File: config.mk
export PLATFORM = sky130hd
export DESIGN_NAME = tlc_out_buf
export DESIGN_NICKNAME = d
export VERILOG_FILES = /design/src/two_channel_lux_conversion_macros.svh /design/src/tlc_pkg.sv /design/src/tlc_out_buf.sv
export SDC_FILE = /design/constraint.sdc
export NUM_CORES = 1
export LEC_CHECK = 0
export ABC_AREA = 1
export ABC_CLOCK_PERIOD_IN_PS = 4100
export BUFFER_PORTS_ARGS = -buffer_cell sky130_fd_sc_hd__buf_4
export CELL_PAD_IN_SITES_DETAIL_PLACEMENT = 0
export CELL_PAD_IN_SITES_GLOBAL_PLACEMENT = 1
export CORE_MARGIN = 2
export CORE_UTILIZATION = 41
export CTS_BUF_LIST = sky130_fd_sc_hd__clkbuf_16
export CTS_CLUSTER_SIZE = 8
export DETAILED_ROUTE_END_ITERATION = 10
export PLACE_DENSITY = 0.79
export SYNTH_ARGS = -nofsm -noshare
export SYNTH_HDL_FRONTEND = slang
export SYNTH_SLANG_ARGS = --single-unit
File: constraint.sdc
create_clock -name i_clk -period 4.1 [get_ports i_clk]
set_input_delay 0.615 -clock i_clk [delete_from_list [all_inputs] [get_ports i_clk]]
set_output_delay 0.615 -clock i_clk [all_outputs]
set_load 0.03 [all_outputs]
File: src/two_channel_lux_conversion_macros.svh
// ----------------------------------------------------------------------------
// Assertion macros for the lux conversion block
// Shared property wrappers, clocked on i_clk and held off during reset.
// ----------------------------------------------------------------------------
`ifndef TWO_CHANNEL_LUX_CONVERSION_MACROS_SVH
`define TWO_CHANNEL_LUX_CONVERSION_MACROS_SVH

// same-cycle implication
`define TLC_ASSERT_NOW(lbl, ante, cons, msg) \
    lbl: assert property (@(posedge i_clk) disable iff (!i_rst_n) (ante) |-> (cons)) \
        else $error(msg);

// next-cycle implication
`define TLC_ASSERT_NEXT(lbl, ante, cons, msg) \
    lbl: assert property (@(posedge i_clk) disable iff (!i_rst_n) (ante) |=> (cons)) \
        else $error(msg);

`endif

File: src/tlc_pkg.sv
// ----------------------------------------------------------------------------
// tlc_pkg
// Types, constants and the ratio power table of the lux conversion block.
// ----------------------------------------------------------------------------
package tlc_pkg;

    localparam int POW_TABLE_DEPTH = 64;
    localparam int POW_IDX_W       = $clog2(POW_TABLE_DEPTH + 1);

    localparam int CNT_W   = 16;
    localparam int LUX_W   = 32;
    localparam int BRT_W   = 16;
    localparam int RATIO_W = 17;
    localparam int PROD_W  = 44;
    localparam int COEF_W  = 28;
    localparam int MS_W    = 16;
    localparam int CFG_W   = 32;
    localparam int IDX_W   = 2;

    // register indexes
    localparam logic [IDX_W-1:0] REG_HIGH_GAIN = 2'd0;
    localparam logic [IDX_W-1:0] REG_INTEG_MS  = 2'd1;
    localparam logic [IDX_W-1:0] REG_MIN_LUX   = 2'd2;
    localparam logic [IDX_W-1:0] REG_MAX_LUX   = 2'd3;

    localparam logic [CNT_W-1:0] SAT_CODE    = 16'hFFFF;
    localparam logic [MS_W-1:0]  RST_INTEG   = 16'd402;
    localparam logic [LUX_W-1:0] RST_MAX_LUX = 32'd256000;
    localparam logic [8:0]       NORM_MS     = 9'd402;

    // ratio segment bounds, Q16
    localparam logic [RATIO_W-1:0] B_050 = 17'd32768;
    localparam logic [RATIO_W-1:0] B_061 = 17'd39977;
    localparam logic [RATIO_W-1:0] B_080 = 17'd52429;
    localparam logic [RATIO_W-1:0] B_130 = 17'd85197;

    // coefficients, Q32
    localparam logic [COEF_W-1:0] C0304  = 28'd130567006;
    localparam logic [COEF_W-1:0] C062   = 28'd266287972;
    localparam logic [COEF_W-1:0] C0224  = 28'd96207267;
    localparam logic [COEF_W-1:0] C031   = 28'd133143986;
    localparam logic [COEF_W-1:0] C0128  = 28'd54975581;
    localparam logic [COEF_W-1:0] C0153  = 28'd65713000;
    localparam logic [COEF_W-1:0] C00146 = 28'd6270652;
    localparam logic [COEF_W-1:0] C00112 = 28'd4810363;

    localparam int SEG_W = 3;
    localparam logic [SEG_W-1:0] SEG_LOW  = 3'd0;
    localparam logic [SEG_W-1:0] SEG_MID  = 3'd1;
    localparam logic [SEG_W-1:0] SEG_HIGH = 3'd2;
    localparam logic [SEG_W-1:0] SEG_TOP  = 3'd3;
    localparam logic [SEG_W-1:0] SEG_NONE = 3'd4;

    // divider cell widths and chain lengths
    localparam int DIV_DEN_W   = 32;
    localparam int DIV_NUM_W   = 48;
    localparam int DIV_QUO_W   = 32;
    localparam int RATIO_CELLS = 17;
    localparam int LUX_CELLS   = 32;
    localparam int BRT_CELLS   = 16;
    localparam int EVAL_LAT    = 5;

    localparam logic [63:0] ROOT_MAX = 64'd6400;

    typedef struct packed {
        logic [DIV_DEN_W-1:0] rem;
        logic [DIV_NUM_W-1:0] num;
        logic [DIV_QUO_W-1:0] quo;
        logic [DIV_DEN_W-1:0] den;
    } t_div;

    typedef struct packed {
        logic             vld;
        logic             sat;
        logic             kill;
        logic             empty;
        logic [CNT_W-1:0] ch0;
        logic [CNT_W-1:0] ch1;
        logic [LUX_W-1:0] lux;
    } t_tag;

    typedef struct packed {
        logic             valid_res;
        logic [LUX_W-1:0] lux;
        logic [BRT_W-1:0] brightness;
    } t_res;

    typedef logic [15:0] t_pow_tab [0:POW_TABLE_DEPTH];

    // shift-subtract quotient, used only while building the table
    function automatic logic [63:0] f_udiv(input logic [63:0] num, input logic [63:0] den);
        logic [63:0] q;
        logic [64:0] r;
        q = '0;
        r = '0;
        for (int b = 63; b >= 0; b--) begin
            r = {r[63:0], num[b]};
            if (r >= {1'b0, den}) begin
                r    = r - {1'b0, den};
                q[b] = 1'b1;
            end
        end
        return q;
    endfunction

    // r^1.4 in Q16 for r = i/(2*depth), via an integer fifth root of r^2 in Q13
    function automatic logic [15:0] f_pow_entry(input logic [63:0] i);
        logic [63:0] d;
        logic [63:0] m;
        logic [63:0] a;
        logic [63:0] q1;
        logic [63:0] r1;
        logic [63:0] target;
        logic [63:0] lo;
        logic [63:0] hi;
        logic [63:0] mid;
        logic [63:0] p;
        d      = 64'(POW_TABLE_DEPTH);
        m      = 64'd4 * d * d;
        a      = (i * i) << 30;
        q1     = f_udiv(a, m);
        r1     = a - q1 * m;
        target = (q1 << 35) + f_udiv(r1 << 35, m);
        lo     = 64'd0;
        hi     = ROOT_MAX;
        while (lo < hi) begin
            mid = (lo + hi + 64'd1) >> 1;
            p   = mid * mid * mid * mid * mid;
            if (p <= target) begin
                lo = mid;
            end else begin
                hi = mid - 64'd1;
            end
        end
        return 16'(f_udiv(i * lo * 64'd4, d));
    endfunction

    function automatic t_pow_tab f_build_pow_tab();
        t_pow_tab t;
        for (int i = 0; i <= POW_TABLE_DEPTH; i++) begin
            t[i] = f_pow_entry(64'(i));
        end
        return t;
    endfunction

    localparam t_pow_tab POW_TAB = f_build_pow_tab();

endpackage

File: src/tlc_out_buf.sv
// ----------------------------------------------------------------------------
// tlc_out_buf
// Output register with one skid entry; a full skid holds the pipeline.
// ----------------------------------------------------------------------------
module tlc_out_buf (
    input  logic          i_clk,
    input  logic          i_rst_n,
    input  logic          i_vld,
    input  tlc_pkg::t_res i_res,
    input  logic          i_stall,
    output logic          o_full,
    output logic          o_valid,
    output tlc_pkg::t_res o_res
);

    logic          r_valid;
    logic          r_full;
    logic          n_valid;
    logic          n_full;
    tlc_pkg::t_res r_res;
    tlc_pkg::t_res r_skid;
    logic          w_take;
    logic          w_ld_out;
    logic          w_ld_skid;
    logic          w_from_skid;

    assign w_take = r_valid & ~i_stall;

    always_comb begin
        n_valid     = r_valid;
        n_full      = r_full;
        w_ld_out    = 1'b0;
        w_ld_skid   = 1'b0;
        w_from_skid = 1'b0;
        if (!r_full) begin
            if (i_vld) begin
                if (!r_valid || w_take) begin
                    w_ld_out = 1'b1;
                    n_valid  = 1'b1;
                end else begin
                    w_ld_skid = 1'b1;
                    n_full    = 1'b1;
                end
            end else if (w_take) begin
                n_valid = 1'b0;
            end
        end else if (w_take) begin
            w_ld_out    = 1'b1;
            w_from_skid = 1'b1;
            n_full      = 1'b0;
        end
    end

    always_ff @(posedge i_clk) begin
        if (!i_rst_n) begin
            r_valid <= 1'b0;
            r_full  <= 1'b0;
        end else begin
            r_valid <= n_valid;
            r_full  <= n_full;
        end
    end

    always_ff @(posedge i_clk) begin
        if (w_ld_out) begin
            r_res <= w_from_skid ? r_skid : i_res;
        end
        if (w_ld_skid) begin
            r_skid <= i_res;
        end
    end

    assign o_full  = r_full;
    assign o_valid = r_valid;
    assign o_res   = r_res;

endmodule

==> results by group <==
STA
  – Max-slew headroom at the worst pin: 0.283
  – Max Fclk: roughly 450 MHz
  – Fin crit share: 0.543
  – Setup TNS Final: 0 ns
  – Worst slew pin tran: 1.07 ns
  – Number of setup violations in the final report: 0
  – Minimum clock period after layout: 2.23 ns
  – RSZ-0062 raised after global routing: false
  – Final Slew Violations: 0
  – Final hold vios: 0
  – Clk_skew: 0.00690 ns

Layout
  – Register Area: 2980 um2
  – Antenna fix cells: 0
  – Multi-input logic area: 503 um2
  – Share of layout cells above drive strength 1: 0.311
  – # nets final: 434
  – Synth-to-Final Area Change: 31.1%
  – Filler cells: 742
  – Cell area after layout: 4900 um2

Worst setup path
  – CP max-delay cell: a21oi_4
  – CP cell instances: nand2_1 -> a21oi_4 -> buf_4
  – R2r endpoint: o_res[15]$_DFFE_PP_
  – Crit path capture: o_res[15]$_DFFE_PP_
  – Req. time, crit path: 4.11 ns
  – Crit path max-delay family: compound AO/OA/AOI/OAI gates
  – Startpoint types: flip-flop
  – Crit. Startpoint: o_full$_SDFF_PN0_
  – Worst path depth: 3
  – Critical path type: flip-flop to flip-flop
  – Crit path buf inv count: 1
  – Data arrival time of the worst path: 2.24 ns
  – Crit path capture type: flip-flop
  – Worst Path Max Fanout: 31
  – Largest stage delay, worst path: 0.85 ns
  – Flop-to-flop setup slack: about 1.9 ns
  – Worst r2r src: o_full$_SDFF_PN0_
  – Depth of the worst register-to-register path: 3

Drt
  – Vias post-DR: 2230
  – Max Used Layer: met4
  – Antenna-violating nets left: 0
  – Metal2 WL: ~3400 um
  – Initial DRC Count: 98
  – DR DRC count: 0
  – WL met1: 2830 um
  – DR pass1 iterations: 4
  – Vias per cell: 4.51
  – Detailed Route WL: 6760 um
  – WL/cell: 13.7 um
  – Met3 wire len: just under 400 um

Clocking
  – Root Driver: clkbuf_16
  – Quantity of gates resized following cts: 0
  – H-Tree Depth: 3
  – Clk Latency, worst-skew pair: 0.33 ns
  – Post-CTS setup buffers: 0
  – Clock tree sinks: 100
  – Hold buffers post-CTS: 0
  – Clock Pin Slew Worst Setup and Hold Paths: 0.07 ns
  – CTS Buf Count: 9
  – Clock buffer depth: 2
  – CTS tree: yes

Logic synthesis
  – Main area contributors after synthesis: edfxtp_1 79%, inv_1 5.6%, nand2_1 5.6%, o21ai_0 3.9%, o21ai_1 2.7%
  – Syn nets: 329
  – Synth area leader: edfxtp_1
  – Syn_area_per_cell: 13.6 um2
  – Cell count after synthesis: 276
  – Netlist Area Pre-Place: 3740 um2
  – Yosys top cell area share: 0.787
  – Seq/Total Area, Yosys: 0.797
  – FF+latch count, synth: 100
  – Netlist cell types: 13
  – Synth warn: 0

Min path
  – Worst Hold Launch: i_res[9]
  – Worst Hold Class: primary input to flip-flop
  – Hold Crit Depth: 1

Floorplanning
  – Number of I/O pins: 104
  – Starting Density: 0.425
  – Std cell rows: 34
  – Die Height: 99.5 um
  – Die area: between 9000 and 10000 um2
  – Core Area: 8810 um2
  – Die width: 99.5 um

GRT
  – First-pass GRT wire length: 10900 um
  – Largest net degree at the start of global routing: 99
  – Vias in the first global route: 2167
  – GR Util All Layers: 0.143
  – GR Overflow Total: 0
  – Initial antenna violation count: 0

Placed design
  – IO buf count: 103
  – Gpl congestion: 0.744
  – Post-DP Area: around 4600 um2
  – HPWL Detailed: 4430 um

Power and ir drop
  – Maximum vdd drop: 0.298 mV
  – PD cells: 457 nW/um2
  – Lkg Pwr: 2.15 nW

Job
  – Max Cap Viol: 0

Run status
  – Status: complete, no violations
worst min-delay path by stage:
stage,to,slack (ns)
after CTS,r_skid[9]$_DFFE_PP_,0.45
final,r_skid[9]$_DFFE_PP_,0.47
after global routing,r_skid[10]$_DFFE_PP_,0.46
after detailed placement,o_res[45]$_DFFE_PP_,0.56
after floorplan,o_res[26]$_DFFE_PP_,0.55
after global placement,o_full$_SDFF_PN0_,0.55
metal layers:
metal,global-route usage,up-vias
li1,-,1142
met1,0.175,1020
met2,0.238,59
met3,0.0436,9
met4,0.0590,0
met5,0,-
layout by cell type, fill, tap and decap left out:
| cell | synthesis | final |
|---|---|---|
| clkinv_4 | 0 | 1 |
| a21oi_4 | 0 | 1 |
| nand2_1 | 56 | 56 |
| o21ai_0 | 29 | 29 |
| inv_2 | 0 | 1 |
| nand3_1 | 1 | 1 |
| edfxtp_1 | 98 | 98 |
| o21ai_1 | 20 | 20 |
| nor2_1 | 1 | 1 |
| dfxtp_1 | 2 | 2 |
| clkbuf_16 | 0 | 9 |
| clkinv_1 | 0 | 3 |
| clkinvlp_4 | 0 | 1 |
| nand3_4 | 0 | 1 |
| bufinv_16 | 0 | 1 |
| buf_4 | 0 | 104 |
| inv_6 | 0 | 1 |
| inv_1 | 56 | 55 |
| a21oi_1 | 2 | 1 |
final cells by class:
cell class | count | share of cell area
clock inverter | 7 | 0.0135
inverter | 56 | 0.0429
sequential | 100 | 0.608
clock buffer | 9 | 0.0459
multi-input combinational | 110 | 0.103
timing repair buffer | 104 | 0.159
tap | 108 | 0.0276
cells in the mapped netlist (all sizes together):
cell,n
edfxtp,98
inv,56
nand2,56
o21ai,49
buf,6
clkbuf,4
a21oi,2
dfxtp,2
nand3,2
nor2,1
logic make-up (layout without fill, tap and decap cells):
logic type	Yosys count	in the layout	share of synthesized area
flops	100	100	0.797
buf+inv	66	176	0.0732
simple gates	59	59	0.0612
compound gates	51	51	0.0682
through the flow:
stage / total power [mW] / setup WS (ns) / std cells / hold slack [ns] / utilization
after CTS: 2.27 / 1.85 / 494 / 0.453 / 0.557
after global routing: 2.32 / 1.73 / 494 / 0.455 / 0.557
after global placement: 1.44 / 1.69 / 478 / 0.551 / 0.524
after detailed placement: 1.45 / 1.65 / 478 / 0.558 / 0.524
final: 2.24 / 1.87 / 494 / 0.467 / 0.557
after floorplan: 1.34 / 0.494 / 276 / 0.545 / -
flip-flops by register name (all words and copies together) (netlist names):
register,cells
o_full,1
o_valid,1
r_skid,49
o_res,49
power by group:
part | internal (mW) | total [mW] | switching [mW] | leakage, nW
logic | 0.0885 | 0.226 | 0.138 | 1.08
clock network | 0.470 | 0.818 | 0.348 | 0.139
registers | 1.18 | 1.20 | 0.0155 | 0.935
(Power assumes the default switching activity.)
