===== src/two_channel_lux_conversion_macros.svh =====
// ----------------------------------------------------------------------------
// Assertion macros for the lux conversion block
// Shared property wrappers, clocked on i_clk and held off during reset.
// ----------------------------------------------------------------------------
`ifndef TWO_CHANNEL_LUX_CONVERSION_MACROS_SVH
`define TWO_CHANNEL_LUX_CONVERSION_MACROS_SVH

// same-cycle implication
`define TLC_ASSERT_NOW(lbl, ante, cons, msg) \
    lbl: assert property (@(posedge i_clk) disable iff (!i_rst_n) (ante) |-> (cons)) \
        else $error(msg);

// next-cycle implication
`define TLC_ASSERT_NEXT(lbl, ante, cons, msg) \
    lbl: assert property (@(posedge i_clk) disable iff (!i_rst_n) (ante) |=> (cons)) \
        else $error(msg);

`endif


===== src/tlc_pkg.sv =====
// ----------------------------------------------------------------------------
// tlc_pkg
// Types, constants and the ratio power table of the lux conversion block.
// ----------------------------------------------------------------------------
package tlc_pkg;

    localparam int POW_TABLE_DEPTH = 64;
    localparam int POW_IDX_W       = $clog2(POW_TABLE_DEPTH + 1);

    localparam int CNT_W   = 16;
    localparam int LUX_W   = 32;
    localparam int BRT_W   = 16;
    localparam int RATIO_W = 17;
    localparam int PROD_W  = 44;
    localparam int COEF_W  = 28;
    localparam int MS_W    = 16;
    localparam int CFG_W   = 32;
    localparam int IDX_W   = 2;

    // register indexes
    localparam logic [IDX_W-1:0] REG_HIGH_GAIN = 2'd0;
    localparam logic [IDX_W-1:0] REG_INTEG_MS  = 2'd1;
    localparam logic [IDX_W-1:0] REG_MIN_LUX   = 2'd2;
    localparam logic [IDX_W-1:0] REG_MAX_LUX   = 2'd3;

    localparam logic [CNT_W-1:0] SAT_CODE    = 16'hFFFF;
    localparam logic [MS_W-1:0]  RST_INTEG   = 16'd402;
    localparam logic [LUX_W-1:0] RST_MAX_LUX = 32'd256000;
    localparam logic [8:0]       NORM_MS     = 9'd402;

    // ratio segment bounds, Q16
    localparam logic [RATIO_W-1:0] B_050 = 17'd32768;
    localparam logic [RATIO_W-1:0] B_061 = 17'd39977;
    localparam logic [RATIO_W-1:0] B_080 = 17'd52429;
    localparam logic [RATIO_W-1:0] B_130 = 17'd85197;

    // coefficients, Q32
    localparam logic [COEF_W-1:0] C0304  = 28'd130567006;
    localparam logic [COEF_W-1:0] C062   = 28'd266287972;
    localparam logic [COEF_W-1:0] C0224  = 28'd96207267;
    localparam logic [COEF_W-1:0] C031   = 28'd133143986;
    localparam logic [COEF_W-1:0] C0128  = 28'd54975581;
    localparam logic [COEF_W-1:0] C0153  = 28'd65713000;
    localparam logic [COEF_W-1:0] C00146 = 28'd6270652;
    localparam logic [COEF_W-1:0] C00112 = 28'd4810363;

    localparam int SEG_W = 3;
    localparam logic [SEG_W-1:0] SEG_LOW  = 3'd0;
    localparam logic [SEG_W-1:0] SEG_MID  = 3'd1;
    localparam logic [SEG_W-1:0] SEG_HIGH = 3'd2;
    localparam logic [SEG_W-1:0] SEG_TOP  = 3'd3;
    localparam logic [SEG_W-1:0] SEG_NONE = 3'd4;

    // divider cell widths and chain lengths
    localparam int DIV_DEN_W   = 32;
    localparam int DIV_NUM_W   = 48;
    localparam int DIV_QUO_W   = 32;
    localparam int RATIO_CELLS = 17;
    localparam int LUX_CELLS   = 32;
    localparam int BRT_CELLS   = 16;
    localparam int EVAL_LAT    = 5;

    localparam logic [63:0] ROOT_MAX = 64'd6400;

    typedef struct packed {
        logic [DIV_DEN_W-1:0] rem;
        logic [DIV_NUM_W-1:0] num;
        logic [DIV_QUO_W-1:0] quo;
        logic [DIV_DEN_W-1:0] den;
    } t_div;

    typedef struct packed {
        logic             vld;
        logic             sat;
        logic             kill;
        logic             empty;
        logic [CNT_W-1:0] ch0;
        logic [CNT_W-1:0] ch1;
        logic [LUX_W-1:0] lux;
    } t_tag;

    typedef struct packed {
        logic             valid_res;
        logic [LUX_W-1:0] lux;
        logic [BRT_W-1:0] brightness;
    } t_res;

    typedef logic [15:0] t_pow_tab [0:POW_TABLE_DEPTH];

    // shift-subtract quotient, used only while building the table
    function automatic logic [63:0] f_udiv(input logic [63:0] num, input logic [63:0] den);
        logic [63:0] q;
        logic [64:0] r;
        q = '0;
        r = '0;
        for (int b = 63; b >= 0; b--) begin
            r = {r[63:0], num[b]};
            if (r >= {1'b0, den}) begin
                r    = r - {1'b0, den};
                q[b] = 1'b1;
            end
        end
        return q;
    endfunction

    // r^1.4 in Q16 for r = i/(2*depth), via an integer fifth root of r^2 in Q13
    function automatic logic [15:0] f_pow_entry(input logic [63:0] i);
        logic [63:0] d;
        logic [63:0] m;
        logic [63:0] a;
        logic [63:0] q1;
        logic [63:0] r1;
        logic [63:0] target;
        logic [63:0] lo;
        logic [63:0] hi;
        logic [63:0] mid;
        logic [63:0] p;
        d      = 64'(POW_TABLE_DEPTH);
        m      = 64'd4 * d * d;
        a      = (i * i) << 30;
        q1     = f_udiv(a, m);
        r1     = a - q1 * m;
        target = (q1 << 35) + f_udiv(r1 << 35, m);
        lo     = 64'd0;
        hi     = ROOT_MAX;
        while (lo < hi) begin
            mid = (lo + hi + 64'd1) >> 1;
            p   = mid * mid * mid * mid * mid;
            if (p <= target) begin
                lo = mid;
            end else begin
                hi = mid - 64'd1;
            end
        end
        return 16'(f_udiv(i * lo * 64'd4, d));
    endfunction

    function automatic t_pow_tab f_build_pow_tab();
        t_pow_tab t;
        for (int i = 0; i <= POW_TABLE_DEPTH; i++) begin
            t[i] = f_pow_entry(64'(i));
        end
        return t;
    endfunction

    localparam t_pow_tab POW_TAB = f_build_pow_tab();

endpackage


===== src/tlc_lux_eval.sv =====
// ----------------------------------------------------------------------------
// tlc_lux_eval
// Segment select, ratio power interpolation and per-count lux value.
// ----------------------------------------------------------------------------
module tlc_lux_eval (
    input  logic                         i_clk,
    input  logic                         i_en,
    input  logic [tlc_pkg::RATIO_W-1:0]  i_ratio,
    input  logic [tlc_pkg::CNT_W-1:0]    i_ch0,
    input  logic [tlc_pkg::CNT_W-1:0]    i_ch1,
    output logic [tlc_pkg::PROD_W-1:0]   o_v,
    output logic                         o_kill
);

    localparam int XM_W = $clog2(2 * tlc_pkg::POW_TABLE_DEPTH + 1);
    localparam int X_W  = tlc_pkg::RATIO_W + XM_W;
    localparam int K_W  = X_W - 16;
    localparam logic [X_W-1:0] X_MULT = X_W'(2 * tlc_pkg::POW_TABLE_DEPTH);
    localparam logic [K_W-1:0] K_LAST = K_W'(tlc_pkg::POW_TABLE_DEPTH);

    // stage 1
    logic [X_W-1:0]               w_x;
    logic [K_W-1:0]               w_k;
    logic [tlc_pkg::POW_IDX_W-1:0] w_kidx;
    logic [15:0]                  w_a;
    logic [15:0]                  w_b;
    logic [15:0]                  w_delta;
    logic [tlc_pkg::SEG_W-1:0]    w_seg;

    logic [15:0]               r1_a;
    logic [15:0]               r1_delta;
    logic [15:0]               r1_f;
    logic [tlc_pkg::SEG_W-1:0] r1_seg;
    logic [tlc_pkg::CNT_W-1:0] r1_ch0;
    logic [tlc_pkg::CNT_W-1:0] r1_ch1;

    // stage 2
    logic [tlc_pkg::COEF_W-1:0] w_cpos;
    logic [tlc_pkg::COEF_W-1:0] w_cneg;
    logic [31:0]                w_interp;

    logic [15:0]                r2_p;
    logic [tlc_pkg::PROD_W-1:0] r2_pos;
    logic [tlc_pkg::PROD_W-1:0] r2_nlin;
    logic [tlc_pkg::SEG_W-1:0]  r2_seg;
    logic [tlc_pkg::CNT_W-1:0]  r2_ch0;

    // stage 3, 4
    logic [31:0]                r3_m1;
    logic [tlc_pkg::PROD_W-1:0] r3_pos;
    logic [tlc_pkg::PROD_W-1:0] r3_nlin;
    logic [tlc_pkg::SEG_W-1:0]  r3_seg;

    logic [59:0]                r4_m2;
    logic [tlc_pkg::PROD_W-1:0] r4_pos;
    logic [tlc_pkg::PROD_W-1:0] r4_nlin;
    logic [tlc_pkg::SEG_W-1:0]  r4_seg;

    // stage 5
    logic [tlc_pkg::PROD_W-1:0] w_neg;
    logic [tlc_pkg::PROD_W-1:0] r5_v;
    logic                       r5_kill;

    always_comb begin
        w_x    = X_W'(i_ratio) * X_MULT;
        w_k    = w_x[X_W-1:16];
        w_kidx = w_k[tlc_pkg::POW_IDX_W-1:0];
        if (w_k >= K_LAST) begin
            w_a = tlc_pkg::POW_TAB[tlc_pkg::POW_TABLE_DEPTH];
            w_b = w_a;
        end else begin
            w_a = tlc_pkg::POW_TAB[w_kidx];
            w_b = tlc_pkg::POW_TAB[w_kidx + 1'b1];
        end
        w_delta = (w_b < w_a) ? 16'd0 : (w_b - w_a);

        if (i_ratio < tlc_pkg::B_050) begin
            w_seg = tlc_pkg::SEG_LOW;
        end else if (i_ratio < tlc_pkg::B_061) begin
            w_seg = tlc_pkg::SEG_MID;
        end else if (i_ratio < tlc_pkg::B_080) begin
            w_seg = tlc_pkg::SEG_HIGH;
        end else if (i_ratio < tlc_pkg::B_130) begin
            w_seg = tlc_pkg::SEG_TOP;
        end else begin
            w_seg = tlc_pkg::SEG_NONE;
        end
    end

    always_ff @(posedge i_clk) begin
        if (i_en) begin
            r1_a     <= w_a;
            r1_delta <= w_delta;
            r1_f     <= w_x[15:0];
            r1_seg   <= w_seg;
            r1_ch0   <= i_ch0;
            r1_ch1   <= i_ch1;
        end
    end

    always_comb begin
        case (r1_seg)
            tlc_pkg::SEG_LOW: begin
                w_cpos = tlc_pkg::C0304;
                w_cneg = '0;
            end
            tlc_pkg::SEG_MID: begin
                w_cpos = tlc_pkg::C0224;
                w_cneg = tlc_pkg::C031;
            end
            tlc_pkg::SEG_HIGH: begin
                w_cpos = tlc_pkg::C0128;
                w_cneg = tlc_pkg::C0153;
            end
            tlc_pkg::SEG_TOP: begin
                w_cpos = tlc_pkg::C00146;
                w_cneg = tlc_pkg::C00112;
            end
            default: begin
                w_cpos = '0;
                w_cneg = '0;
            end
        endcase
        w_interp = 32'(r1_delta) * 32'(r1_f);
    end

    always_ff @(posedge i_clk) begin
        if (i_en) begin
            r2_p    <= r1_a + w_interp[31:16];
            r2_pos  <= tlc_pkg::PROD_W'(w_cpos) * tlc_pkg::PROD_W'(r1_ch0);
            r2_nlin <= tlc_pkg::PROD_W'(w_cneg) * tlc_pkg::PROD_W'(r1_ch1);
            r2_seg  <= r1_seg;
            r2_ch0  <= r1_ch0;

            r3_m1   <= 32'(r2_ch0) * 32'(r2_p);
            r3_pos  <= r2_pos;
            r3_nlin <= r2_nlin;
            r3_seg  <= r2_seg;

            r4_m2   <= 60'(r3_m1) * 60'(tlc_pkg::C062);
            r4_pos  <= r3_pos;
            r4_nlin <= r3_nlin;
            r4_seg  <= r3_seg;
        end
    end

    assign w_neg = (r4_seg == tlc_pkg::SEG_LOW) ? r4_m2[59:16] : r4_nlin;

    always_ff @(posedge i_clk) begin
        if (i_en) begin
            r5_v    <= (r4_pos > w_neg) ? (r4_pos - w_neg) : '0;
            r5_kill <= (r4_seg == tlc_pkg::SEG_NONE);
        end
    end

    assign o_v    = r5_v;
    assign o_kill = r5_kill;

endmodule


===== config.mk =====
export PLATFORM = sky130hd
export DESIGN_NAME = tlc_lux_eval
export DESIGN_NICKNAME = d
export VERILOG_FILES = /design/src/two_channel_lux_conversion_macros.svh /design/src/tlc_pkg.sv /design/src/tlc_lux_eval.sv
export SDC_FILE = /design/constraint.sdc
export NUM_CORES = 2
export LEC_CHECK = 0
export ABC_AREA = 0
export BUFFER_PORTS_ARGS = -buffer_cell sky130_fd_sc_hd__buf_2
export CAP_MARGIN = 10
export CORE_MARGIN = 8
export CORE_UTILIZATION = 70
export CTS_CLUSTER_DIAMETER = 40
export CTS_CLUSTER_SIZE = 30
export DETAILED_ROUTE_END_ITERATION = 16
export PLACE_DENSITY = 0.87
export SLEW_MARGIN = 40
export SYNTH_ARGS = -nofsm -noshare
export SYNTH_HDL_FRONTEND = slang
export SYNTH_SLANG_ARGS = --single-unit

===== constraint.sdc =====
create_clock -name i_clk -period 14.4 [get_ports i_clk]
set_input_delay 2.16 -clock i_clk [delete_from_list [all_inputs] [get_ports i_clk]]
set_output_delay 2.16 -clock i_clk [all_outputs]
set_load 0.02 [all_outputs]

==> metrics.csv <==
stage,metric,value,unit
clock_network,CTS max path bufs,3,
critical_path,required time of the critical path,14.81,ns
detailed_routing,Vias,53000,
clock_network,# clock sinks,501,
timing,fmax,106,MHz
grt,vias in the first global route,56200,
clock_network,Clock Root Buffer,clkbuf_16,
place,DP Wirelength,173,mm
floorplanning,core area,0.105,mm2
timing,final hold viol count,0,
grt,total grt overflow,0,
clock_network,post-CTS setup buffer count,0,
grt,met2 Usage GRT,56.3,%
place,Placement Cell Area,0.0763,mm2
floorplanning,die area,0.117,mm2
min_path,worst hold path type,register to register,
grt,GRT Resource Usage Total,36.7,%
critical_path,critical path's top delay family,adder cells,
timing,Clock Skew,0.0820,ns
floorplanning,Die H,342,um
timing,Final Cycle Share,65.3,%
detailed_routing,DRT iter0 DRCs,6032,
synth,"Seq/Total Area, Yosys",20.2,%
critical_path,Max stage delay on crit path,0.68,ns
timing,Tmin final,9.40,ns
detailed_routing,drt pass-1 iters,6,
outcome,status,"finished, final reports clean",
synth,"EDFF count, synth",501,
synth,YS warnings,0,
detailed_routing,final wirelength,212,mm
finish,fraction of layout cells with a size suffix above 1,4.60,%
timing,RSZ-0062 raised after global routing,false,
floorplanning,Die X,342,um
place,I/O Buffers,95,
synth,ys async rst share,0,%
critical_path,R2R Setup Slk,5.00,ns
critical_path,Crit Path Class,register to register,
finish,final instance area,0.0791,mm2
grt,pin count of the biggest net entering global routing,106,
critical_path,CP Launch Type,register,
critical_path,worst-path fanout max,39,
detailed_routing,Routed wire per std cell,24.7,um
critical_path,"Slowest-stage cell, CP",a211oi_1,
critical_path,Critical Path End Type,register,
floorplanning,Initial Util,70.6,%
timing,fin worst setup slack,5.00,ns
detailed_routing,DRC errors left,0,
run,Max Cap Viol,0,
grt,GRT met3 Usage,9.43,%
grt,first-pass GRT wire length,327,mm
synth,Yosys cell types,85,
detailed_routing,Routed Antenna Nets,0,
synth,syn avg cell area,10.4,um2
finish,register area,0.0150,mm2
critical_path,CP dominant cell by count,fa_1,
critical_path,critical path buffer and inverter count,8,
finish,area of the multi-input gates,0.0521,mm2
timing,fin. max-slew vios,0,
finish,fin nets,9361,
synth,Mapped Cells,7142,
place,gp weighted congestion,1.03,
floorplanning,cell row count,119,
grt,initial antenna violation count,8,
clock_network,H-tree Lvls,3,
timing,worst slew pin tran,0.917,ns
critical_path,crit path DAT,9.82,ns
clock_network,cts hold-fix bufs,0,
timing,TNS Setup,0,ns
timing,Max transition margin,38.5,%
synth,Synth Net Count,9346,
grt,GRT Max-Usage Layer,met2,
clock_network,CTS buffer count,74,
synth,Synth Flop Type,edfxtp_1,
detailed_routing,Vias per Instance,6.15,
finish,Layout fillers,6768,
clock_network,CTS tree,yes,
synth,Yosys reg bits,501,
synth,Mapped Area,0.0744,mm2
floorplanning,I/O pins,96,
clock_network,clock slew at reported path FFs,0.07,ns
finish,area added between synthesis and finish,6.26,%
grt,GR Util met1,51.5,%
place,Setup WS pre-CTS,5.35,ns
clock_network,"Clk Latency, worst-skew pair",0.71,ns
clock_network,post_cts resized,0,
timing,Finish-stage setup viols,0,
[layer usage]
layer | wire length (um) | vias to the layer above
met5 | 27 | -
met4 | 8480 | 4
met3 | 25000 | 558
met2 | 94600 | 3189
met1 | 84200 | 26700
li1 | - | 22500
[final timing paths]
kind,startpoint,to,cells after the start
worst max-delay path,r1_seg[1],r2_nlin[36],28
worst min-delay path,r2_pos[34],r3_pos[34],0
worst max register to register,r1_seg[1],r2_nlin[36],28
worst min register to register,r2_pos[34],r3_pos[34],0
[cell usage in the layout, fill, tap and decap left out, drive strengths merged, types with 8 or more instances in the layout]
| cell | instances |
|---|---|
| o211ai | 33 |
| nand4 | 24 |
| a21o | 142 |
| nand2 | 557 |
| a31o | 10 |
| a21boi | 11 |
| nand2b | 35 |
| a31oi | 36 |
| and2 | 234 |
| a21oi | 258 |
| edfxtp | 501 |
| nor2 | 261 |
| nor3 | 47 |
| o31ai | 17 |
| buf | 131 |
| o22ai | 10 |
| o21bai | 35 |
| o31a | 11 |
| o21a | 25 |
| clkbuf | 78 |
| or3 | 12 |
| o311ai | 8 |
| xor2 | 79 |
| and4 | 8 |
| ha | 774 |
| or2 | 29 |
| a211oi | 35 |
| inv | 1785 |
| a311oi | 8 |
| o21ai | 169 |
| fa | 1379 |
| a41oi | 9 |
| xnor2 | 145 |
| and3 | 50 |
| nor2b | 24 |
| mux2i | 47 |
| clkinv | 23 |
| nand3 | 74 |
[Yosys cell counts (10+ instances only)]
cell,instances,share of area (%)
xnor2_1,145,1.7
nand2_1,557,2.8
o31ai_1,14,0.14
a21oi_1,257,1.7
o21bai_1,35,0.35
or3_1,12,0.10
o21ai_0,165,1.1
buf_1,15,0.076
nor3_1,47,0.32
clkbuf_1,169,0.85
or2_2,29,0.24
o31a_1,11,0.13
a31o_2,10,0.12
and2_1,234,2.0
a31oi_1,35,0.29
edfxtp_1,501,20
and3_1,50,0.42
o22ai_1,10,0.084
nand2b_1,35,0.29
xor2_1,79,0.93
nor2b_1,23,0.19
nand3_1,74,0.50
o211ai_1,33,0.33
a21o_1,142,1.4
nand4_1,24,0.20
fa_1,1379,37
ha_1,774,13
nor2_1,261,1.3
a211oi_1,35,0.35
o21a_1,25,0.25
inv_1,1757,8.9
mux2i_1,47,0.63
a21boi_0,10,0.10
[kinds of logic after synthesis]
group                    synth area share (%)
AO/OA/AOI/OAI                            7.70
XOR/XNOR                                 2.64
adder cells (fa/ha/maj)                  50.1
buffers and inverters                    9.86
flip-flops                               20.2
multiplexers                            0.743
AND/OR/NAND/NOR                          8.74
[worst reg2reg max path: cells and delay by family, from the launching register on]
kind            cells  cell delay [ns]
flops               1             0.32
buf+inv             8             1.66
compound gates      8             2.09
simple gates        4             1.42
xor+xnor            1             0.16
fa+ha+maj           7             3.50
[final cells by class]
cell class | instances | area share [%]
multi-input combinational | 4691 | 65.9
timing repair buffer | 131 | 1.01
sequential | 501 | 19.0
inverter | 1758 | 8.34
antenna | 2 | 0.00633
tap | 1391 | 2.20
clock inverter | 58 | 1.14
clock buffer | 78 | 2.39
[state kept, by name, indices dropped and copies added (netlist names), 32 cells and up]
signal   cells
r2_pos      44
o_v         44
r3_pos      44
r3_m1       32
r4_m2       44
r2_nlin     44
r3_nlin     44
r4_pos      44
r4_nlin     44
[metrics by stage]
step / utilization, % / std cells / hold slack [ns]
2_1_floorplan: - / 7142 / 0.400
3_3_place_gp: 72.3 / 8470 / 0.400
3_5_place_dp: 72.3 / 8471 / 0.405
4_1_cts: 75.0 / 8607 / 0.388
5_1_grt: 75.0 / 8608 / 0.389
6_report: 75.0 / 8610 / 0.386
Power is not shown: default switching activity piles up to over one toggle a cycle in this logic, so the estimate is an artifact.
