`src/two_channel_lux_conversion_macros.svh`:
```
// ----------------------------------------------------------------------------
// Assertion macros for the lux conversion block
// Shared property wrappers, clocked on i_clk and held off during reset.
// ----------------------------------------------------------------------------
`ifndef TWO_CHANNEL_LUX_CONVERSION_MACROS_SVH
`define TWO_CHANNEL_LUX_CONVERSION_MACROS_SVH

// same-cycle implication
`define TLC_ASSERT_NOW(lbl, ante, cons, msg) \
    lbl: assert property (@(posedge i_clk) disable iff (!i_rst_n) (ante) |-> (cons)) \
        else $error(msg);

// next-cycle implication
`define TLC_ASSERT_NEXT(lbl, ante, cons, msg) \
    lbl: assert property (@(posedge i_clk) disable iff (!i_rst_n) (ante) |=> (cons)) \
        else $error(msg);

`endif

```
`src/tlc_pkg.sv`:
```
// ----------------------------------------------------------------------------
// tlc_pkg
// Types, constants and the ratio power table of the lux conversion block.
// ----------------------------------------------------------------------------
package tlc_pkg;

    localparam int POW_TABLE_DEPTH = 64;
    localparam int POW_IDX_W       = $clog2(POW_TABLE_DEPTH + 1);

    localparam int CNT_W   = 16;
    localparam int LUX_W   = 32;
    localparam int BRT_W   = 16;
    localparam int RATIO_W = 17;
    localparam int PROD_W  = 44;
    localparam int COEF_W  = 28;
    localparam int MS_W    = 16;
    localparam int CFG_W   = 32;
    localparam int IDX_W   = 2;

    // register indexes
    localparam logic [IDX_W-1:0] REG_HIGH_GAIN = 2'd0;
    localparam logic [IDX_W-1:0] REG_INTEG_MS  = 2'd1;
    localparam logic [IDX_W-1:0] REG_MIN_LUX   = 2'd2;
    localparam logic [IDX_W-1:0] REG_MAX_LUX   = 2'd3;

    localparam logic [CNT_W-1:0] SAT_CODE    = 16'hFFFF;
    localparam logic [MS_W-1:0]  RST_INTEG   = 16'd402;
    localparam logic [LUX_W-1:0] RST_MAX_LUX = 32'd256000;
    localparam logic [8:0]       NORM_MS     = 9'd402;

    // ratio segment bounds, Q16
    localparam logic [RATIO_W-1:0] B_050 = 17'd32768;
    localparam logic [RATIO_W-1:0] B_061 = 17'd39977;
    localparam logic [RATIO_W-1:0] B_080 = 17'd52429;
    localparam logic [RATIO_W-1:0] B_130 = 17'd85197;

    // coefficients, Q32
    localparam logic [COEF_W-1:0] C0304  = 28'd130567006;
    localparam logic [COEF_W-1:0] C062   = 28'd266287972;
    localparam logic [COEF_W-1:0] C0224  = 28'd96207267;
    localparam logic [COEF_W-1:0] C031   = 28'd133143986;
    localparam logic [COEF_W-1:0] C0128  = 28'd54975581;
    localparam logic [COEF_W-1:0] C0153  = 28'd65713000;
    localparam logic [COEF_W-1:0] C00146 = 28'd6270652;
    localparam logic [COEF_W-1:0] C00112 = 28'd4810363;

    localparam int SEG_W = 3;
    localparam logic [SEG_W-1:0] SEG_LOW  = 3'd0;
    localparam logic [SEG_W-1:0] SEG_MID  = 3'd1;
    localparam logic [SEG_W-1:0] SEG_HIGH = 3'd2;
    localparam logic [SEG_W-1:0] SEG_TOP  = 3'd3;
    localparam logic [SEG_W-1:0] SEG_NONE = 3'd4;

    // divider cell widths and chain lengths
    localparam int DIV_DEN_W   = 32;
    localparam int DIV_NUM_W   = 48;
    localparam int DIV_QUO_W   = 32;
    localparam int RATIO_CELLS = 17;
    localparam int LUX_CELLS   = 32;
    localparam int BRT_CELLS   = 16;
    localparam int EVAL_LAT    = 5;

    localparam logic [63:0] ROOT_MAX = 64'd6400;

    typedef struct packed {
        logic [DIV_DEN_W-1:0] rem;
        logic [DIV_NUM_W-1:0] num;
        logic [DIV_QUO_W-1:0] quo;
        logic [DIV_DEN_W-1:0] den;
    } t_div;

    typedef struct packed {
        logic             vld;
        logic             sat;
        logic             kill;
        logic             empty;
        logic [CNT_W-1:0] ch0;
        logic [CNT_W-1:0] ch1;
        logic [LUX_W-1:0] lux;
    } t_tag;

    typedef struct packed {
        logic             valid_res;
        logic [LUX_W-1:0] lux;
        logic [BRT_W-1:0] brightness;
    } t_res;

    typedef logic [15:0] t_pow_tab [0:POW_TABLE_DEPTH];

    // shift-subtract quotient, used only while building the table
    function automatic logic [63:0] f_udiv(input logic [63:0] num, input logic [63:0] den);
        logic [63:0] q;
        logic [64:0] r;
        q = '0;
        r = '0;
        for (int b = 63; b >= 0; b--) begin
            r = {r[63:0], num[b]};
            if (r >= {1'b0, den}) begin
                r    = r - {1'b0, den};
                q[b] = 1'b1;
            end
        end
        return q;
    endfunction

    // r^1.4 in Q16 for r = i/(2*depth), via an integer fifth root of r^2 in Q13
    function automatic logic [15:0] f_pow_entry(input logic [63:0] i);
        logic [63:0] d;
        logic [63:0] m;
        logic [63:0] a;
        logic [63:0] q1;
        logic [63:0] r1;
        logic [63:0] target;
        logic [63:0] lo;
        logic [63:0] hi;
        logic [63:0] mid;
        logic [63:0] p;
        d      = 64'(POW_TABLE_DEPTH);
        m      = 64'd4 * d * d;
        a      = (i * i) << 30;
        q1     = f_udiv(a, m);
        r1     = a - q1 * m;
        target = (q1 << 35) + f_udiv(r1 << 35, m);
        lo     = 64'd0;
        hi     = ROOT_MAX;
        while (lo < hi) begin
            mid = (lo + hi + 64'd1) >> 1;
            p   = mid * mid * mid * mid * mid;
            if (p <= target) begin
                lo = mid;
            end else begin
                hi = mid - 64'd1;
            end
        end
        return 16'(f_udiv(i * lo * 64'd4, d));
    endfunction

    function automatic t_pow_tab f_build_pow_tab();
        t_pow_tab t;
        for (int i = 0; i <= POW_TABLE_DEPTH; i++) begin
            t[i] = f_pow_entry(64'(i));
        end
        return t;
    endfunction

    localparam t_pow_tab POW_TAB = f_build_pow_tab();

endpackage

```
`src/tlc_div_cell.sv`:
```
// ----------------------------------------------------------------------------
// tlc_div_cell
// One restoring-division step: shifts in a numerator bit, yields a quotient bit.
// ----------------------------------------------------------------------------
module tlc_div_cell (
    input  logic         i_clk,
    input  logic         i_en,
    input  tlc_pkg::t_div i_d,
    output tlc_pkg::t_div o_d
);

    tlc_pkg::t_div r_d;
    tlc_pkg::t_div n_d;

    logic [tlc_pkg::DIV_DEN_W:0] w_trial;
    logic [tlc_pkg::DIV_DEN_W:0] w_diff;
    logic                        w_ge;

    always_comb begin
        w_trial = {i_d.rem, i_d.num[tlc_pkg::DIV_NUM_W-1]};
        w_diff  = w_trial - {1'b0, i_d.den};
        // no borrow means the divisor fits
        w_ge    = ~w_diff[tlc_pkg::DIV_DEN_W];
        n_d.rem = w_ge ? w_diff[tlc_pkg::DIV_DEN_W-1:0] : w_trial[tlc_pkg::DIV_DEN_W-1:0];
        n_d.num = {i_d.num[tlc_pkg::DIV_NUM_W-2:0], 1'b0};
        n_d.quo = {i_d.quo[tlc_pkg::DIV_QUO_W-2:0], w_ge};
        n_d.den = i_d.den;
    end

    always_ff @(posedge i_clk) begin
        if (i_en) begin
            r_d <= n_d;
        end
    end

    assign o_d = r_d;

endmodule

```
`config.mk`:
```
export PLATFORM = sky130hd
export DESIGN_NAME = tlc_div_cell
export DESIGN_NICKNAME = d
export VERILOG_FILES = /design/src/two_channel_lux_conversion_macros.svh /design/src/tlc_pkg.sv /design/src/tlc_div_cell.sv
export SDC_FILE = /design/constraint.sdc
export NUM_CORES = 1
export LEC_CHECK = 0
export BUFFER_PORTS_ARGS = -buffer_cell sky130_fd_sc_hd__buf_2
export CAP_MARGIN = 20
export CORE_MARGIN = 10
export CORE_UTILIZATION = 43
export CTS_CLUSTER_DIAMETER = 120
export DETAILED_ROUTE_END_ITERATION = 7
export HOLD_SLACK_MARGIN = 0.1
export PLACE_DENSITY = 0.76
export SLEW_MARGIN = 20
export SYNTH_ARGS = -nofsm -noshare
export SYNTH_HDL_FRONTEND = slang
export SYNTH_SLANG_ARGS = --single-unit
export TNS_END_PERCENT = 20
```
`constraint.sdc`:
```
create_clock -name i_clk -period 2.7 [get_ports i_clk]
set_clock_uncertainty 0.1 [all_clocks]
set_input_delay 0.27 -clock i_clk [delete_from_list [all_inputs] [get_ports i_clk]]
set_output_delay 0.27 -clock i_clk [all_outputs]
set_load 0.02 [all_outputs]
```
==> flow_metrics.py, run 1 <==
metrics = {
    "sta": {
        "finalSetupViolCount": 0,
        "report.final.slew_viol_count": 0,
        "worst_pin_slew_ns": 0.627,
        "fin_crit_sh_pct": 98.3,
        "period_needed_ns": 2.65,
        "hold_violations": 0,
        "slew_headroom_pct": 58.2,
        "fmax_mhz": 377,
        "fin_setup_tns_ns": 0,
        "hold_slack_ns": 0.121,
    },
    "synth": {
        "synth_compound_area_share_pct": 11.8,
        "synth_seq_area_share_pct": 63.5,
        "syn-cell-area_um2": 6760,
        "avgSynthCellArea_um2": 13.4,
        "yosys_warnings": 0,
        "synth_edf_count": 143,
        "syn-instance-count": 505,
        "ys_types": 51,
        "synth_top_family_by_area": "compound AO/OA/AOI/OAI gates",
        "synthMuxAreaShare_pct": 4.00,
        "syn_nets": 684,
        "synthFlopType": "edfxtp_1",
        "postSynthRegisterBits": 143,
        "synth-xor-area-share_pct": 3.11,
        "async_flop_share_pct": 0,
        "synth-simple-area-share_pct": 7.66,
        "synthAdderAreaFrac_pct": 6.22,
    },
    "die": {
        "start_util_pct": 44.1,
        "die-area_um2": 21100,
        "fp.dieW_um": 145,
        "row_count": 45,
        "core_um2": 15300,
        "pin_count": 290,
        "die_h_um": 145,
    },
    "drt": {
        "vias": 6457,
        "wl_per_cell_um": 22.5,
        "vias_per_cell": 5.23,
        "dr.pass1.iters": 5,
        "initialDrtViolationCount": 563,
        "antenna_left": 0,
        "drt_wl_total_um": 27800,
        "drc": 0,
    },
    "grt": {
        "grt_remaining_overflow": 0,
        "grt_antenna_before_repair": 2,
        "grt_pass1_wl_um": 41300,
        "grt_pass1_vias": 6612,
        "track_usage_pct": 25.4,
        "grt_max_degree": 66,
    },
    "placement": {
        "portBuffers": 287,
        "finalWeightedCongestion": 0.905,
        "dpl.hpwl_um": 18300,
        "dp.cells": 1068,
        "placed_area_um2": 9100,
    },
    "finish": {
        "fillers": 1071,
        "synthToLayoutAreaGrowth_pct": 63.3,
        "final_area_um2": 11000,
        "num-nets-final": 1189,
        "largest_reg_flops": 143,
        "drive_above_1_share_pct": 43.2,
        "final_util_pct": 72.1,
        "final-instance-count-excl-fill": 1235,
    },
    "setup_path": {
        "crit_family": "buffers and inverters",
        "cp.arrival_ns": 2.75,
        "crit_path_frequent_cell": "buf_4",
        "cp-start-kind": "primary input",
        "required_ns": 2.80,
        "critical_path.max_stage_delay_ns": 0.52,
        "endpoint_kind": "flip-flop",
        "crit_path_cell_trace": "dlygate4sd3_1 > buf_2 > inv_1 > ha_1 > a21o_1 > a221oi_1 > buf_4 > o211ai_4 > buf_4 > o41ai_1",
        "crit_type": "primary input to flip-flop",
        "cp_num_buf_inv": 5,
        "slowest_stage": "dlygate4sd3_1",
        "path_max_fanout": 10,
    },
    "pwr": {
        "leakagePower_uw": 0.00501,
        "ir_worst_vdd_v": 0.000436,
        "power_density_nw_per_um2": 615,
    },
    "clocking": {
        "cts.sinks": 143,
        "path_clk_slew_ns": 0.06,
        "cts_tree": "done",
        "cts_buffers": 17,
        "htree_levels": 4,
        "cts-root-buf": "clkbuf_16",
        "clockBufferDepth": 2,
    },
    "worst_hold_path": {
        "hold_path_class": "primary input to flip-flop",
    },
    "run": {
        "maxCapViolCount": 0,
    },
    "status": {
        "status": "finished clean",
    },
}
stage by stage:
stage / power, uW / setup slack, ns
after floorplan: 3690 / -0.0569
after global placement: 4340 / -0.342
after detailed placement: 4370 / -0.420
after CTS: 6720 / 0.00399
after global routing: 7030 / -0.00429
final: 6780 / 0.0468
power by group:
part | internal (uW) | switching, uW | total (uW)
registers | 2710 | 71.8 | 2780
logic | 792 | 994 | 1790
clock network | 1200 | 1020 | 2220
cell families after synthesis:
group | after synthesis
multiplexers | 18
XOR/XNOR | 24
AO/OA/AOI/OAI | 120
adder cells (fa/ha/maj) | 33
AND/OR/NAND/NOR | 108
other | 1
flip-flops | 143
buffers and inverters | 58
cell usage in the layout (no fill, tap or decap), drive strengths merged, types with 16 or more instances in the layout:
| master | n |
|---|---|
| ha | 32 |
| o21ai | 24 |
| nand2 | 44 |
| mux2 | 18 |
| dlygate4sd3 | 133 |
| nor2 | 16 |
| edfxtp | 143 |
| inv | 49 |
| clkbuf | 17 |
| a21oi | 36 |
| buf | 369 |
worst paths after layout:
path / from / end / slack (ns) / cells after the start
max: i_d[31] / o_d[139]$_DFFE_PP_ / 0.05 / 10
min: i_d[126] / o_d[127]$_DFFE_PP_ / 0.12 / 2
what timing repair did:
| item | CTS | global route |
|---|---|---|
| endpoints found under the hold margin | 133 | 0 |
| hold buffers | 133 | 0 |
| setup endpoints to repair | 0 | 31 |
| gates resized for setup | 0 | 9 |
| buffers inserted | 0 | 1 |
synthesized netlist by cell type (3+ instances only):
cell	count	area (um2)
clkbuf_1	11	41.3
o21a_1	6	45.0
a211oi_1	4	30.0
xnor2_1	14	123
o21bai_1	5	37.5
o211ai_1	8	60.1
nand3_1	11	55.1
nand4_1	7	43.8
and2_1	3	18.8
o21ai_0	24	120
nor2_1	16	60.1
nor2b_1	5	31.3
and3_1	6	37.5
mux2_4	18	270
nand2b_1	5	31.3
edfxtp_1	143	4290
nand2_1	44	165
buf_6	3	33.8
o31ai_1	5	37.5
nor3_1	4	20.0
ha_1	32	400
inv_1	41	154
xor2_1	10	87.6
a21oi_1	34	170
a21o_1	15	113
layout make-up:
class | count | area [um2] | area share (%)
sequential | 143 | 4290 | 38.9
timing repair buffer | 502 | 3430 | 31.0
multi-input combinational | 304 | 2340 | 21.2
clock buffer | 17 | 425 | 3.85
tap | 211 | 264 | 2.39
inverter | 42 | 163 | 1.47
clock inverter | 14 | 123 | 1.11
antenna | 2 | 5.00 | 0.0453
per-layer routing:
layer / vias up / part of all wire [%] / global-route usage [%] / wire, um
met5: - / 0.047 / 0 / 13
li1: 2918 / - / - / -
met2: 391 / 50 / 44.1 / 14000
met3: 70 / 8.5 / 7.26 / 2360
met4: 2 / 3.5 / 10.2 / 988
met1: 3076 / 38 / 28.8 / 10400
No activity file was read; power rests on OpenSTA's default activity.
==> inputs of run 2 (changes only) <==
--- a/config.mk
+++ b/config.mk
@@ -7,12 +7,14 @@
 export LEC_CHECK = 0
 export BUFFER_PORTS_ARGS = -buffer_cell sky130_fd_sc_hd__buf_2
 export CAP_MARGIN = 20
+export CELL_PAD_IN_SITES_DETAIL_PLACEMENT = 0
+export CELL_PAD_IN_SITES_GLOBAL_PLACEMENT = 2
 export CORE_MARGIN = 10
-export CORE_UTILIZATION = 43
+export CORE_UTILIZATION = 27
 export CTS_CLUSTER_DIAMETER = 120
 export DETAILED_ROUTE_END_ITERATION = 7
 export HOLD_SLACK_MARGIN = 0.1
-export PLACE_DENSITY = 0.76
+export PLACE_DENSITY_LB_ADDON = 0.1
 export SLEW_MARGIN = 20
 export SYNTH_ARGS = -nofsm -noshare
 export SYNTH_HDL_FRONTEND = slang
==> run 2 against run 1 <==
  * Die area is 50% higher
  * Highest routed layer unchanged
  * Largest cell class unchanged
  * Critical path type unchanged
  * Largest power group unchanged
  * Worst hold slack better by 0.0039 ns
  * Combinational power about the same
  * Critical path depth is the same
  * Sequential share of layout area shrank 1.3 points
==> flow_metrics.py, run 2 (same netlist as run 1, synthesis figures left out) <==
metrics = {
    "finish": {
        "largest_reg_flops": 143,
        "antennaDiodeCount": 0,
        "final-instance-count-excl-fill": 1364,
        "layout_commonest_cell": "buf_2",
        "final_util_pct": 46.6,
        "drive_above_1_share_pct": 44.8,
        "synthToLayoutAreaGrowth_pct": 68.8,
        "num-nets-final": 1206,
        "layout_common_cells": "buf_2, edfxtp_1, dlygate4sd3_1, buf_4, nand2_1",
    },
    "placement": {
        "finalWeightedCongestion": 0.841,
        "dp.cells": 1200,
        "portBuffers": 287,
        "dpl.hpwl_um": 19300,
    },
    "worst_hold_path": {
        "hold_path_class": "primary input to flip-flop",
        "holdPathStages": 2,
    },
    "drt": {
        "drt_wl_total_um": 24900,
        "antenna_left": 0,
        "vias": 5966,
        "wl_per_cell_um": 18.2,
        "initialDrtViolationCount": 260,
        "vias_per_cell": 4.37,
        "drc": 0,
        "dr.pass1.iters": 4,
    },
    "setup_path": {
        "required_ns": 2.76,
        "path_max_fanout": 5,
        "endpoint_kind": "flip-flop",
        "cp.arrival_ns": 2.72,
        "crit_type": "primary input to flip-flop",
        "cp-start-kind": "primary input",
    },
    "grt": {
        "grt_pass1_vias": 6394,
        "grt_antenna_before_repair": 1,
        "grt_remaining_overflow": 0,
        "grt_pass1_wl_um": 37200,
        "track_usage_pct": 15.2,
        "grt_max_degree": 53,
    },
    "die": {
        "start_util_pct": 27.6,
        "pin_count": 290,
        "row_count": 57,
        "fp.dieW_um": 178,
        "die-area_um2": 31800,
        "die_h_um": 178,
        "core_um2": 24500,
    },
    "pwr": {
        "leakagePower_uw": 0.00514,
        "ir_worst_vdd_v": 0.000313,
        "power_density_nw_per_um2": 602,
        "power_uw": 6870,
    },
    "clocking": {
        "cts_buffers": 17,
        "path_clk_slew_ns": 0.06,
        "clockBufferDepth": 2,
        "cts_tree": "done",
        "htree_levels": 4,
        "cts-root-buf": "clkbuf_16",
        "cts.sinks": 143,
    },
    "sta": {
        "worst_pin_slew_ns": 0.493,
        "hold_violations": 0,
        "period_needed_ns": 2.65,
        "finalSetupViolCount": 0,
        "fin_crit_sh_pct": 98.3,
        "slew_headroom_pct": 66.8,
        "fmax_mhz": 377,
        "rsz0062_at_grt": "false",
        "report.final.slew_viol_count": 0,
    },
    "run": {
        "maxCapViolCount": 0,
    },
    "status": {
        "status": "finished clean",
    },
}
-- run 2: worst paths after layout --
| path | start | to | slack, ns |
|---|---|---|---|
| hold / removal | i_d[129] | o_d[130]$_DFFE_PP_ | 0.13 |
| setup / recovery | i_d[31] | o_d[136]$_DFFE_PP_ | 0.05 |
-- run 2: metrics by stage --
stage,worst slack [ns],TNS (ns),instance area (um2),hold slack [ns]
after detailed placement,-0.442,-11.32,9400,0.348
after global routing,0.0000142,0,11400,0.119
after CTS,0.0306,0,11300,0.104
after floorplan,-0.0569,-1.02,6880,0.269
final,0.0461,0,11400,0.125
after global placement,-0.379,-9.49,9400,0.347
-- run 2: critical path, cell delays in order --
cell and delay [ns]:
dlygate4sd3_1 0.52, buf_2 0.10, inv_1 0.05, ha_1 0.35, a21o_1 0.22, or3_4 0.38
o211ai_4 0.22, clkinv_4 0.14, clkbuf_16 0.19, mux2_4 0.28
-- run 2: final cells by class --
cell class                      instances  area [um2]
Tap cell                              324         405
Timing Repair Buffer                  519        3600
Clock buffer                           17         425
Fill cell                            2267       13100
Sequential cell                       143        4290
Clock inverter                         15         144
Multi-Input combinational cell        304        2370
Inverter                               42         168
-- run 2: metal layers --
layer | vias to the layer above | GRT usage (%) | wire length, um | part of all wire [%]
met5 | - | 0 | 13 | 0.052
met4 | 2 | 4.13 | 314 | 1.3
met3 | 20 | 4.59 | 1830 | 7.4
met2 | 200 | 25.4 | 11800 | 47
met1 | 2809 | 18.6 | 10900 | 44
li1 | 2935 | - | - | -
-- run 2: what timing repair did --
| action | in CTS | in global routing |
|---|---|---|
| buffers inserted | 0 | 2 |
| pin swaps | 0 | 10 |
| endpoints found under the hold margin | 130 | 0 |
| cloned | 0 | 2 |
| endpoints found under the setup margin | 16 | 20 |
| hold buffers | 130 | 0 |
| gates resized for setup | 1 | 16 |
-- run 2: power breakdown --
part           leakage (uW)  switching, uW  total [uW]  internal (uW)
Combinational       0.00347            958        1800            843
Sequential          0.00140           53.1        2760           2700
Clock              0.000273           1090        2310           1230
